<file path="src/sv/ppt_pkg.sv">
// ppt_pkg: shared types and constants of the position and pnl tracker
// used by ppt_div and position_pnl_tracker, no dependencies
`timescale 1ns / 1ps
`default_nettype none
package ppt_pkg;

  localparam int unsigned NUM_SLOTS_DEF = 64;

  localparam int unsigned DIVIDEND_W = 64;
  localparam int unsigned DIVISOR_W  = 32;
  localparam int unsigned QUOT_W     = 32;

  localparam logic [1:0] OP_FILL  = 2'd0;
  localparam logic [1:0] OP_MARK  = 2'd1;
  localparam logic [1:0] OP_QUERY = 2'd2;

  typedef struct packed {
    logic signed [31:0] shares;
    logic [31:0]        price;
    logic signed [63:0] realized;
    logic signed [63:0] unrealized;
  } entry_t;

endpackage
`default_nettype wire

</file>
<file path="src/sv/ppt_div.sv">
// ppt_div: restoring unsigned divider, one quotient bit per cycle
// widths from ppt_pkg
`timescale 1ns / 1ps
`default_nettype none
module ppt_div (
  input  wire logic                             clk_i,
  input  wire logic                             rst_ni,
  input  wire logic                             start_i,
  input  wire logic [ppt_pkg::DIVIDEND_W-1:0]   dividend_i,
  input  wire logic [ppt_pkg::DIVISOR_W-1:0]    divisor_i,
  output      logic                             done_o,
  output      logic [ppt_pkg::QUOT_W-1:0]       quotient_o
);

  localparam int unsigned DW = ppt_pkg::DIVIDEND_W;
  localparam int unsigned VW = ppt_pkg::DIVISOR_W;
  localparam int unsigned CW = $clog2(DW + 1);

  logic [DW-1:0] dq_q;
  logic [VW-1:0] rem_q;
  logic [VW-1:0] dvs_q;
  logic [CW-1:0] cnt_q;
  logic          run_q;
  logic          done_q;

  logic [VW-1:0] shifted;
  logic [VW:0]   trial;

  assign shifted = {rem_q[VW-2:0], dq_q[DW-1]};
  assign trial   = {1'b0, shifted} - {1'b0, dvs_q};

  always_ff @(posedge clk_i or negedge rst_ni) begin
    if (!rst_ni) begin
      run_q  <= 1'b0;
      done_q <= 1'b0;
      cnt_q  <= '0;
    end else begin
      done_q <= 1'b0;
      if (start_i) begin
        run_q <= 1'b1;
        cnt_q <= CW'(DW);
      end else if (run_q) begin
        cnt_q <= cnt_q - 1'b1;
        if (cnt_q == CW'(1)) begin
          run_q  <= 1'b0;
          done_q <= 1'b1;
        end
      end
    end
  end

  always_ff @(posedge clk_i) begin
    if (start_i) begin
      dq_q  <= dividend_i;
      rem_q <= '0;
      dvs_q <= divisor_i;
    end else if (run_q) begin
      rem_q <= trial[VW] ? shifted : trial[VW-1:0];
      dq_q  <= {dq_q[DW-2:0], ~trial[VW]};
    end
  end

  assign done_o     = done_q;
  assign quotient_o = dq_q[ppt_pkg::QUOT_W-1:0];

endmodule
`default_nettype wire

</file>
<file path="config.mk">
export PLATFORM = sky130hd
export DESIGN_NAME = ppt_div
export DESIGN_NICKNAME = d
export VERILOG_FILES = /design/src/sv/ppt_pkg.sv /design/src/sv/ppt_div.sv
export SDC_FILE = /design/constraint.sdc
export NUM_CORES = 1
export LEC_CHECK = 0
export ABC_AREA = 1
export BUFFER_PORTS_ARGS = -buffer_cell sky130_fd_sc_hd__buf_2
export CORE_MARGIN = 2
export CORE_UTILIZATION = 40
export DETAILED_ROUTE_END_ITERATION = 10
export GPL_ROUTABILITY_DRIVEN = 1
export GPL_TIMING_DRIVEN = 0
export PLACE_DENSITY = 0.67
export SETUP_SLACK_MARGIN = 0.05
export SLEW_MARGIN = 0
export SYNTH_ARGS = -nofsm -noshare
export SYNTH_HDL_FRONTEND = slang
export SYNTH_SLANG_ARGS = --single-unit
export TNS_END_PERCENT = 50
</file>
<file path="constraint.sdc">
create_clock -name clk_i -period 4.3 [get_ports clk_i]
set_clock_uncertainty 0.15 [all_clocks]
set_input_delay 0.645 -clock clk_i [delete_from_list [all_inputs] [get_ports clk_i]]
set_output_delay 0.645 -clock clk_i [all_outputs]
set_load 0.01 [all_outputs]
</file>
Word-level counts from Yosys, hierarchy flattened
Cells that the tools add are included.
{"block": "classes", "div_mod_pow": 0, "mux": 11, "eq_ne": 1, "bitwise": 1, "add_sub_neg": 2, "order_cmp": 0, "n_reduce_logical": 1, "shifts": 0, "n_mul": 0}
{"operator": "$mux W64", "count": 2}
{"operator": "$sub A32 B32 Y33", "count": 1}
{"operator": "$mux W31", "count": 1}
{"operator": "$mux W7", "count": 2}
{"operator": "$eq A7 B1 Y1 const B", "count": 1}
{"operator": "$sub A7 B1 Y7 const B", "count": 1}
{"operator": "$mux W1", "count": 6}
{"operator": "$reduce_bool A2 Y1", "count": 1}
{"operator": "$not A1 Y1", "count": 1}
{"block": "totals", "output_inout_bits": 33, "inputBits": 99, "latchBits": 0, "mem_bits_ro": 0, "mem_bits_rw": 0, "regBits": 136, "n_memories": 0, "wordCells": 22}

Depth between registers and ports, before layout
{"block": "logic_depth", "depth_word": 4, "mapped_depth": 17, "depth_no_buf": 16}

Least setup slack after synthesis
Ideal clock, no wire load.
{"block": "synth_path", "path_kind": "input-to-reg", "startpoint": "input start_i", "endpoint": "register dq_q[0] (enable)", "path_buffers": 1, "path_stages": 3, "required_ps": 3697, "setup_time_ps": 453, "arrival_time_ps": 2852, "slack_ps": 845, "cell_sequence": "nor2_1 > inv_1 > clkbuf_1"}
{"block": "synth_via", "elab_chain_cells": 1}
{"element": "from (decl)", "line_no": "ppt_div.sv:8", "rtl": "input wire logic start_i,"}
{"element": "$reduce_bool A2 Y1 (no line)"}
{"element": "to (signal assigned)", "line_no": "ppt_div.sv:54", "rtl": "dq_q <= dividend_i;"}
{"element": "to (signal assigned)", "line_no": "ppt_div.sv:59", "rtl": "dq_q <= {dq_q[DW-2:0], ~trial[VW]};"}
{"element": "to (decl)", "line_no": "ppt_div.sv:19", "rtl": "logic [DW-1:0] dq_q;"}
No other way between the ends.
A chain may end at the register's enable or synchronous reset.

Worst setup path after layout
{"block": "layout_path", "startpoint": "input start_i", "endpoint": "register dq_q[17] (enable)"}
Same word-level chain as after synthesis.

==> impl_table.tex <==
\begin{tabular}{lr}
\hline
Metric & Value \\
\hline
\multicolumn{2}{l}{\textbf{Floorplan}} \\
\quad Core ar. & 20400 sq um \\
\quad Initial Utilization & 41.1\% \\
\quad Row count & 52 \\
\quad Die span in y & 149 um \\
\quad Die Outline Area & 22100 sq um \\
\quad Die X-Extent & 149 um \\
\quad Top-level I/O count & 132 \\
\multicolumn{2}{l}{\textbf{Yosys}} \\
\quad Cell area after synthesis & 8390 sq um \\
\quad Distinct cell type count of the synthesized netlist & 32 \\
\quad Async set or reset register ratio after synthesis & 6.62\% \\
\quad Syn\_nets & 1290 \\
\quad Post-synthesis register bit count & 136 \\
\quad Average cell area after synthesis & 7.26 sq um \\
\quad Number of synthesis warnings & 0 \\
\quad Sequential share of the synthesized area & 44.5\% \\
\quad Number of flops mapped to enable cells by yosys & 96 \\
\quad Flip-flop cell with the highest count after synthesis & sky130\_fd\_sc\_hd\_\_edfxtp\_1 \\
\quad Number of standard cells after synthesis & 1156 \\
\multicolumn{2}{l}{\textbf{Clocking}} \\
\quad Root buffer cell & sky130\_fd\_sc\_hd\_\_clkbuf\_16 \\
\quad Sink Count & 136 \\
\quad Clock buffers created by TritonCTS & 17 \\
\quad Number of resized instances in the post-cts repair step & 0 \\
\quad CTS H-Tree Depth & 4 \\
\quad Insertion delay to the later sink of the worst-skew pair & 430 ps \\
\quad Count of buffers added by post-CTS timing repair for setup & 0 \\
\quad Clock tree from TritonCTS & done \\
\quad Clock transition at the registers of the reported paths & 70 ps \\
\quad Number of buffers on the longest clock path & 2 \\
\multicolumn{2}{l}{\textbf{Global route}} \\
\quad Congestion Overflow GR & 0 \\
\quad Number of antenna violations at the first check in global routing & 4 \\
\quad Total Routing Usage GR & 20.4\% \\
\quad Global-route wire length before repair & 35.5 mm \\
\quad Vias in the first global route & 7316 \\
\quad Largest net degree at the start of global routing & 55 \\
\multicolumn{2}{l}{\textbf{Timing}} \\
\quad Portion of the clock cycle consumed by the worst path in the final layout & 67.0\% \\
\quad Final max-slew violation count & 0 \\
\quad Measured slew at the worst slew-check pin & 852 ps \\
\quad Unrepaired setup endpoints after global routing & no \\
\quad Relative slew margins & 43.2\% \\
\quad Hold Violations, Final & 0 \\
\quad Upper clock frequency limit & 0.347 GHz \\
\quad Final setup violation count & 0 \\
\quad Final critical path time including I/O delays and setup & 2880 ps \\
\multicolumn{2}{l}{\textbf{Pwr}} \\
\quad Worst IR drop on VDD & 0.000239 V \\
\quad Net switching power & 1000 uW \\
\quad Sw Share & 28.2\% \\
\quad Clock share of power & 43.4\% \\
\quad P per Cell Area & 354 nW/um\^{}2 \\
\quad Static Leakage & 0.00548 uW \\
\quad Share of total power in sequential cells & 44.1\% \\
\quad Internal Power & 2560 uW \\
\quad Combinational cell fraction of total power & 12.5\% \\
\quad Post-layout total power & 3560 uW \\
\multicolumn{2}{l}{\textbf{Final layout}} \\
\quad Filler cell count & 2048 \\
\quad Cell area after layout & 10000 sq um \\
\quad Synthesis-to-finish area growth & 19.8\% \\
\quad Non-Filler Instances & 1592 \\
\quad Commonest cells after routing, fill and taps aside & sky130\_fd\_sc\_hd\_\_nand2\_1, sky130\_fd\_sc\_hd\_\_inv\_1, sky130\_fd\_sc\_hd\_\_buf\_2 \\
\quad Layout cells sized above 1 & 16.4\% \\
\quad Layout Nets & 1442 \\
\quad Commonest non-fill, non-tap cell in the layout & sky130\_fd\_sc\_hd\_\_nand2\_1 \\
\multicolumn{2}{l}{\textbf{Placed design}} \\
\quad Number of port buffers & 131 \\
\quad Cell area after placement & 9410 sq um \\
\quad Placed instance count & 1558 \\
\quad Gpl congestion & 0.999 \\
\quad Post-detail-place hpwl & 16.4 mm \\
\multicolumn{2}{l}{\textbf{Setup path}} \\
\quad Required time worst endpoint & 4260 ps \\
\quad Capturing element type of the critical path & flop \\
\quad Arr. time, crit path & 2840 ps \\
\quad Setup crit start kind & input pin \\
\quad Critical path class & input pin to flop \\
\quad Crit path max fanout & 54 \\
\multicolumn{2}{l}{\textbf{Hold path}} \\
\quad Class of the tightest hold or removal check & input pin to flop \\
\multicolumn{2}{l}{\textbf{Flow run}} \\
\quad Count of max-cap constraint violations & 0 \\
\multicolumn{2}{l}{\textbf{Status}} \\
\quad Status & finished, final reports clean \\
\multicolumn{2}{l}{\textbf{Routing}} \\
\quad Vias per cell & 4.63 \\
\quad Length of the first detailed-routing pass in iterations & 6 \\
\quad Average wire per standard cell & 13.6 um \\
\quad DR iter-0 viols & 496 \\
\quad Total number of vias & 7369 \\
\quad DRC errors left & 0 \\
\quad Post-DRT Antenna Nets & 0 \\
\quad Overall routed net length & 21.7 mm \\
\hline
\end{tabular}
==> logic make-up after synthesis <==
logic type	share of synthesized area [%]
AO/OA/AOI/OAI	2.76
XOR/XNOR	1.25
adder cells (fa/ha/maj)	5.31
buffers and inverters	13.5
flip-flops	44.5
AND/OR/NAND/NOR	32.7
==> cell usage after synthesis, types with 2 or more instances <==
cell                       instances  area [sq um]
sky130_fd_sc_hd__o21ai_0          13          65.1
sky130_fd_sc_hd__nor2_1           51           191
sky130_fd_sc_hd__nand2_1         498          1870
sky130_fd_sc_hd__buf_2             4          20.0
sky130_fd_sc_hd__nand3b_1         19           143
sky130_fd_sc_hd__inv_2             2          7.51
sky130_fd_sc_hd__edfxtp_1         96          2880
sky130_fd_sc_hd__nor2_2            2          12.5
sky130_fd_sc_hd__nand3_1          85           425
sky130_fd_sc_hd__dfxtp_1          31           621
sky130_fd_sc_hd__xnor2_1          10          87.6
sky130_fd_sc_hd__buf_4            33           248
sky130_fd_sc_hd__o21ai_1           7          35.0
sky130_fd_sc_hd__a21oi_1          19          95.1
sky130_fd_sc_hd__nor3_2            2          20.0
sky130_fd_sc_hd__xor2_1            2          17.5
sky130_fd_sc_hd__nand2_2           2          12.5
sky130_fd_sc_hd__inv_1           197           739
sky130_fd_sc_hd__dfrtp_1           9           225
sky130_fd_sc_hd__nand4_1           6          37.5
sky130_fd_sc_hd__nor3_1            2          10.0
sky130_fd_sc_hd__buf_6             4          45.0
sky130_fd_sc_hd__a21o_1            2          15.0
sky130_fd_sc_hd__clkbuf_1         19          71.3
sky130_fd_sc_hd__ha_1             34           425
==> area by class of cell <==
cell class,count,area [sq um],share of cell area (%)
inverter,199,747,7.44
clock buffer,17,425,4.24
tap,270,338,3.36
sequential,136,3730,37.1
buffer,60,388,3.86
multi-input combinational,761,3530,35.1
antenna,1,2.50,0.0249
timing repair buffer,133,693,6.90
clock inverter,15,194,1.93
==> power by group through the flow <==
stage	registers (uW)	logic, uW	clock network, uW
2_1_floorplan	1580	294	0
3_3_place_gp	1590	436	0
3_5_place_dp	1600	448	0
4_1_cts	1570	450	1570
5_1_grt	1580	508	1630
6_report	1570	445	1540
==> worst max-delay path, cell delays in order <==
cell and delay (ps):
sky130_fd_sc_hd__buf_2 650, sky130_fd_sc_hd__nor2_1 380, sky130_fd_sc_hd__inv_1 370, sky130_fd_sc_hd__clkbuf_4 430, sky130_fd_sc_hd__buf_16 300
==> state kept, by name (all words and copies together), names as in the netlist <==
register / flops
done_o: 1
rem_q: 31
dvs_q: 32
cnt_q: 7
run_q: 1
dq_q: 64
==> per-layer routing <==
layer	GRT usage [%]	wire length, um	up-vias
met5	0	28	-
li1	-	-	3847
met1	26.0	9820	3282
met2	33.5	9790	198
met4	6.62	507	6
met3	6.09	1520	36
==> worst paths after layout <==
kind	to	slack, ps	depth (start not counted)	start
max	dq_q[17]	1420	5	start_i
min	dvs_q[16]	230	1	divisor_i[16]
max reg2reg	rem_q[7]	1540	15	dq_q[63]
min reg2reg	rem_q[18]	320	2	rem_q[18]
max in group asynchronous	run_q	3360	2	rst_ni
min in group asynchronous	done_o	440	2	rst_ni
==> repair_timing <==
action,4_1_cts,5_1_grt
setup endpoints to repair,0,0
endpoints found under the hold margin,9,0
hold buffers,1,0
==> metrics by stage <==
stage	utilization, %	TNS, ps	setup WS, ps	hold WS, ps
final	49.2	0	1420	231
after global routing	49.1	0	1170	216
after CTS	49.1	0	1320	219
after detailed placement	46.1	0	861	310
after global placement	45.9	-106150	-1480	308
after floorplan	-	0	845	199
(Power assumes the default switching activity.)
